[src/sv/fefl_pkg.sv]
// Package for the fixed-entry free list allocator.
// Holds entry number width, controller/datapath command and status types.
// No dependencies.
`timescale 1ns / 1ps

package fefl_pkg;

  // Entry numbers are 12 bits wide; zero is the null entry
  localparam int unsigned ENTRY_W     = 12;
  localparam int unsigned ENTRY_SPACE = 4096;

  // Source of the result that the output register takes
  typedef enum logic [1:0] {
    RSP_NONE = 2'd0,
    RSP_POP  = 2'd1,
    RSP_FILL = 2'd2
  } rsp_kind_e;

  // Commands from the controller to the datapath
  typedef struct packed {
    logic      capture;   // take the item and start the index fold
    logic      free_wr;   // write old head into the freed entry's link
    logic      pop_rd;    // read the head's link
    logic      pop_upd;   // move the head to the link just read
    logic      fill_wr;   // chain one entry of the fresh block
    logic      out_load;  // load the output register
    rsp_kind_e out_kind;  // what the output register takes
  } fefl_cmd_t;

  // Status from the datapath to the controller
  typedef struct packed {
    logic in_free;        // offered item is a free request
    logic in_addr_zero;   // offered entry to free is null
    logic in_fresh_zero;  // offered fresh block is null
    logic head_zero;      // free list is empty
    logic fill_last;      // current chaining step is the block's last entry
  } fefl_status_t;

endpackage

[src/sv/fefl_ctrl.sv]
// Controller of the free list allocator: one-hot state machine that sequences
// the datapath and owns the handshakes. Depends on fefl_pkg.
`timescale 1ns / 1ps

module fefl_ctrl import fefl_pkg::*; (
  input  logic         clk_i,
  input  logic         rst_ni,
  input  logic         in_valid_i,
  output logic         in_ready_o,
  output logic         out_valid_o,
  input  logic         out_ready_i,
  input  fefl_status_t status_i,
  output fefl_cmd_t    cmd_o
);

  typedef enum logic [5:0] {
    ST_IDLE   = 6'b000001,
    ST_FREE   = 6'b000010,
    ST_LOOKUP = 6'b000100,
    ST_POP    = 6'b001000,
    ST_FILL   = 6'b010000,
    ST_RESP   = 6'b100000
  } state_e;

  state_e    state_d, state_q;
  rsp_kind_e kind_d, kind_q;
  logic      out_valid_d, out_valid_q;
  logic      slot_free;

  assign slot_free  = !out_valid_q || out_ready_i;
  assign in_ready_o = (state_q == ST_IDLE);

  // Next state and commands
  always_comb begin
    state_d  = state_q;
    kind_d   = kind_q;
    cmd_o    = '0;
    cmd_o.out_kind = kind_q;
    case (state_q)
      ST_IDLE: begin
        if (in_valid_i) begin
          cmd_o.capture = 1'b1;
          kind_d = RSP_NONE;
          if (status_i.in_free) begin
            state_d = status_i.in_addr_zero ? ST_RESP : ST_FREE;
          end else if (!status_i.head_zero) begin
            state_d = ST_LOOKUP;
            kind_d  = RSP_POP;
          end else if (!status_i.in_fresh_zero) begin
            state_d = ST_FILL;
            kind_d  = RSP_FILL;
          end else begin
            state_d = ST_RESP;
          end
        end
      end
      ST_FREE: begin
        cmd_o.free_wr = 1'b1;
        state_d = ST_RESP;
      end
      ST_LOOKUP: begin
        cmd_o.pop_rd = 1'b1;
        state_d = ST_POP;
      end
      ST_POP: begin
        cmd_o.pop_upd = 1'b1;
        state_d = ST_RESP;
      end
      ST_FILL: begin
        cmd_o.fill_wr = 1'b1;
        if (status_i.fill_last) begin
          state_d = ST_RESP;
        end
      end
      ST_RESP: begin
        // Hand the result over once the output register is free
        if (slot_free) begin
          cmd_o.out_load = 1'b1;
          state_d = ST_IDLE;
        end
      end
      default: begin
        state_d = ST_IDLE;
      end
    endcase
  end

  // Output valid: set on load, drop when taken
  always_comb begin
    out_valid_d = out_valid_q;
    if (cmd_o.out_load) begin
      out_valid_d = 1'b1;
    end else if (out_ready_i) begin
      out_valid_d = 1'b0;
    end
  end

  always_ff @(posedge clk_i or negedge rst_ni) begin
    if (!rst_ni) begin
      state_q     <= ST_IDLE;
      kind_q      <= RSP_NONE;
      out_valid_q <= 1'b0;
    end else begin
      state_q     <= state_d;
      kind_q      <= kind_d;
      out_valid_q <= out_valid_d;
    end
  end

  assign out_valid_o = out_valid_q;

endmodule

[config.mk]
export PLATFORM = sky130hd
export DESIGN_NAME = fefl_ctrl
export DESIGN_NICKNAME = d
export VERILOG_FILES = /design/src/sv/fefl_pkg.sv /design/src/sv/fefl_ctrl.sv
export SDC_FILE = /design/constraint.sdc
export NUM_CORES = 1
export LEC_CHECK = 0
export BUFFER_PORTS_ARGS = -buffer_cell sky130_fd_sc_hd__buf_2
export CAP_MARGIN = 20
export CORE_AREA = 5 5 42 44
export DETAILED_ROUTE_END_ITERATION = 6
export DIE_AREA = 0 0 47 49
export MAX_ROUTING_LAYER = met4
export PLACE_DENSITY = 0.77
export SYNTH_ARGS = -nofsm -noshare
export SYNTH_HDL_FRONTEND = slang
export SYNTH_SLANG_ARGS = --single-unit
export TNS_END_PERCENT = 20
[constraint.sdc]
create_clock -name clk_i -period 3.6 [get_ports clk_i]
set_input_delay 1.08 -clock clk_i [delete_from_list [all_inputs] [get_ports clk_i]]
set_output_delay 1.08 -clock clk_i [all_outputs]
set_load 0.05 [all_outputs]
==> flow_summary.yaml <==
run_status:
  outcome: "complete, no violations"
cells_and_area:
  finalCoreUtilization: 0.468
  insertedDiodeCount: 0
  syn2layout_area_growth_pct: 24.5
  stdcell_area_um2: 656
  fill_cells: 146
  finalNetCount: 83
  fraction_of_layout_instances_using_a_drive_strength_above_1: 0.370
timing:
  worst-slew-pin-transition_ns: 0.453
  final_min_period_over_clock_period: 0.782
  largest_clock_skew_in_the_final_design_ns: 0.000313
  timing.final.crit_period_ns: 2.81
  report.final.hold_viol_count: 0
  timing.slew.headroom: 0.695
  clock.fmax_mhz: 355
  setup_viol_count_final: 0
  timing.final.max_slew_violations: 0
  timing.setup.tns_ns: 0
  rsz0062_at_grt: "false"
setup_path:
  worst_path_max_delay_cell: "or4_1"
  critical_path_class: "reg -> out"
  worstPathCellList: "or4_1 -> nor3b_1 -> buf_2"
  crit_path_start_kind: "flip-flop"
  timing.critical_path.to_type: "primary output"
  worst-path-buf-inv: 1
  cp_top_family: "simple AND/OR/NAND/NOR gates"
  cp.required_ns: 2.52
  critPathArrivalTime_ns: 1.73
  max_stage_delay_ns: 0.56
  critical_path.max_fanout: 6
floorplanning:
  placement_rows: 14
  initial_utilization: 0.376
  die_area_um2: 2300
  die_height_um: 49
  fp.dieW_um: 47
  design.core.area_um2: 1400
  num_io_pins: 19
clock_tree:
  clock_sink_total: 9
  root_buffer: "clkbuf_4"
  h_tree_depth: 1
  max-clock-path-buffers: 2
  cts_tree: "yes"
  ctsResizeCount: 0
  clkSlewWorstSetupHoldPaths_ns: 0.06
  worst_skew_pair.late_latency_ns: 0.26
  cts.repair_timing.setup_buffer_count: 0
  cts.hold.buffers_added: 0
  cts_inserted_buffers: 3
logic_synthesis:
  synthDominantCellAreaShare: 0.380
  yosys.cell_types.count: 26
  netlist.top_cell.by_area: "dfrtp_1"
  synth_warn: 0
  ys_seq_area_frac: 0.430
  syn-instance-count: 52
  postSynthRegisterBits: 9
  postSynthNetCount: 61
  mapped_area_um2: 527
  ys_top_cells_by_area: "dfrtp_1 38%, inv_1 5.7%, nand3b_1 5.7%, nor3b_1 5.7%, dfstp_2 5.0%"
  syn-mean-instance-area_um2: 10.1
placed_design:
  hpwl_um: 877
  buffer_ports.inserted: 18
  routabilityCongestion: 0.778
  dpl_cell_area_um2: 629
flow_run:
  maxCapViolCount: 0
routing:
  detail-route-antenna-nets: 0
  vias: 458
  wirelength_mm: 1.07
  post_route_drc: 0
  drt-pass1-iter-count: 4
  post_dr_vias_cell: 5.15
  routed_length_per_placed_instance_um: 12.0
  detailedRoute.firstIterationViolations: 8
global_routing:
  number_of_global_route_vias_before_repair: 480
  met1_usage: 0.141
  groute.layer.met3.usage: 0.0221
  grt_antenna_before_repair: 0
  grt_first_pass_wirelength_mm: 1.98
  grt_overflow_total: 0
  grt_start_max_net_pins: 10
  use_met2: 0.181
  top_usage_layer: "met2"
  grtUsageTotal: 0.119
pwr:
  static_leak_nw: 0.360
  power.density_nw_per_um2: 767
  vdd.ir_drop.worst_mv: 0.392
hold_path:
  hold_class: "reg -> reg"
[layout make-up]
| cell class | count | area (µm²) | area share |
|---|---|---|---|
| Multi-Input combinational cell | 34 | 263 | 0.401 |
| Sequential cell | 9 | 226 | 0.345 |
| Timing Repair Buffer | 18 | 90.1 | 0.137 |
| Inverter | 8 | 30.0 | 0.0458 |
| Clock buffer | 4 | 26.3 | 0.0401 |
| Tap cell | 16 | 20.0 | 0.0305 |
[routing by layer]
layer | share of wire | vias up
li1 | - | 228
met5 | 0 | -
met2 | 0.53 | 11
met3 | 0.039 | 4
met4 | 0.024 | 0
met1 | 0.41 | 215
[cells in the mapped netlist]
| cell type | number |
|---|---|
| nand4b_4 | 1 |
| nor3_1 | 2 |
| a32oi_1 | 1 |
| nor4_4 | 1 |
| o21ai_0 | 4 |
| o211ai_1 | 1 |
| nand3b_1 | 4 |
| dfstp_2 | 1 |
| xor2_1 | 1 |
| dfrtp_1 | 8 |
| a31o_1 | 1 |
| o21a_1 | 1 |
| o21ai_2 | 1 |
| nor4bb_1 | 1 |
| nand3_1 | 1 |
| a21oi_1 | 1 |
| or4_1 | 1 |
| and3_1 | 1 |
| a21o_2 | 1 |
| nor4_1 | 1 |
| buf_4 | 1 |
| nand2_1 | 3 |
| nor3b_1 | 4 |
| nor2_1 | 1 |
| inv_1 | 8 |
| or4b_4 | 1 |
[placed cells by master (no fill, tap or decap), drive strengths merged]
| master | instances |
|---|---|
| xor2 | 1 |
| inv | 8 |
| or4b | 1 |
| nor3 | 2 |
| a21oi | 1 |
| dfstp | 1 |
| o21ai | 5 |
| nand2 | 3 |
| clkbuf | 4 |
| nor2 | 1 |
| a31o | 1 |
| nor3b | 4 |
| or4 | 1 |
| nor4 | 2 |
| nor4bb | 1 |
| buf | 18 |
| o21a | 1 |
| nand3b | 4 |
| a32oi | 1 |
| and3 | 1 |
| nand4b | 1 |
| dfrtp | 8 |
| a21o | 1 |
| o211ai | 1 |
| nand3 | 1 |
[path summary, 6_finish.rpt]
check,start,to,slack [ns],cells after the start
setup / recovery,state_q[2]$_DFFE_PN0P_,cmd_o[4],0.79,3
hold / removal,kind_q[1]$_DFFE_PN0P_,kind_q[1]$_DFFE_PN0P_,0.48,2
setup reg to reg,state_q[1]$_DFFE_PN0P_,kind_q[1]$_DFFE_PN0P_,1.91,4
hold reg to reg,kind_q[1]$_DFFE_PN0P_,kind_q[1]$_DFFE_PN0P_,0.48,2
max in group asynchronous,rst_ni,state_q[0]$_DFFE_PN1P_,2.70,1
min in group asynchronous,rst_ni,out_valid_o$_DFFE_PN0P_,0.66,1
[flip-flops by register name, indices dropped and copies added, names as in the netlist]
name / cells
state_q: 6
kind_q: 2
out_valid_o: 1
[tightest hold or removal path: cells and delay by family, from the launching register on]
| kind | cells | cell delay [ns] |
|---|---|---|
| AND/OR/NAND/NOR | 2 | 0.11 |
| flip-flops | 1 | 0.34 |
[logic make-up (layout without fill, tap and decap cells)]
group,Yosys count,in the layout,share of synthesized area
buf+inv,9,30,0.0713
flops,9,9,0.430
xor+xnor,1,1,0.0166
simple gates,22,22,0.340
compound gates,11,11,0.143
[metrics by stage]
stage	worst slack (ns)	hold WS, ns	cells	power (mW)
after floorplan	0.402	0.576	52	0.374
after global placement	0.864	0.466	85	0.426
after detailed placement	0.851	0.466	85	0.430
after CTS	0.766	0.481	89	0.511
after global routing	0.624	0.512	89	0.541
final	0.785	0.479	89	0.503
[power by group]
part           internal (mW)  leakage, nW  switching, mW
clock                 0.0427       0.0150         0.0344
sequential             0.133        0.119         0.0346
combinational         0.0830        0.226          0.176
Power figures use the tool's default switching activity.
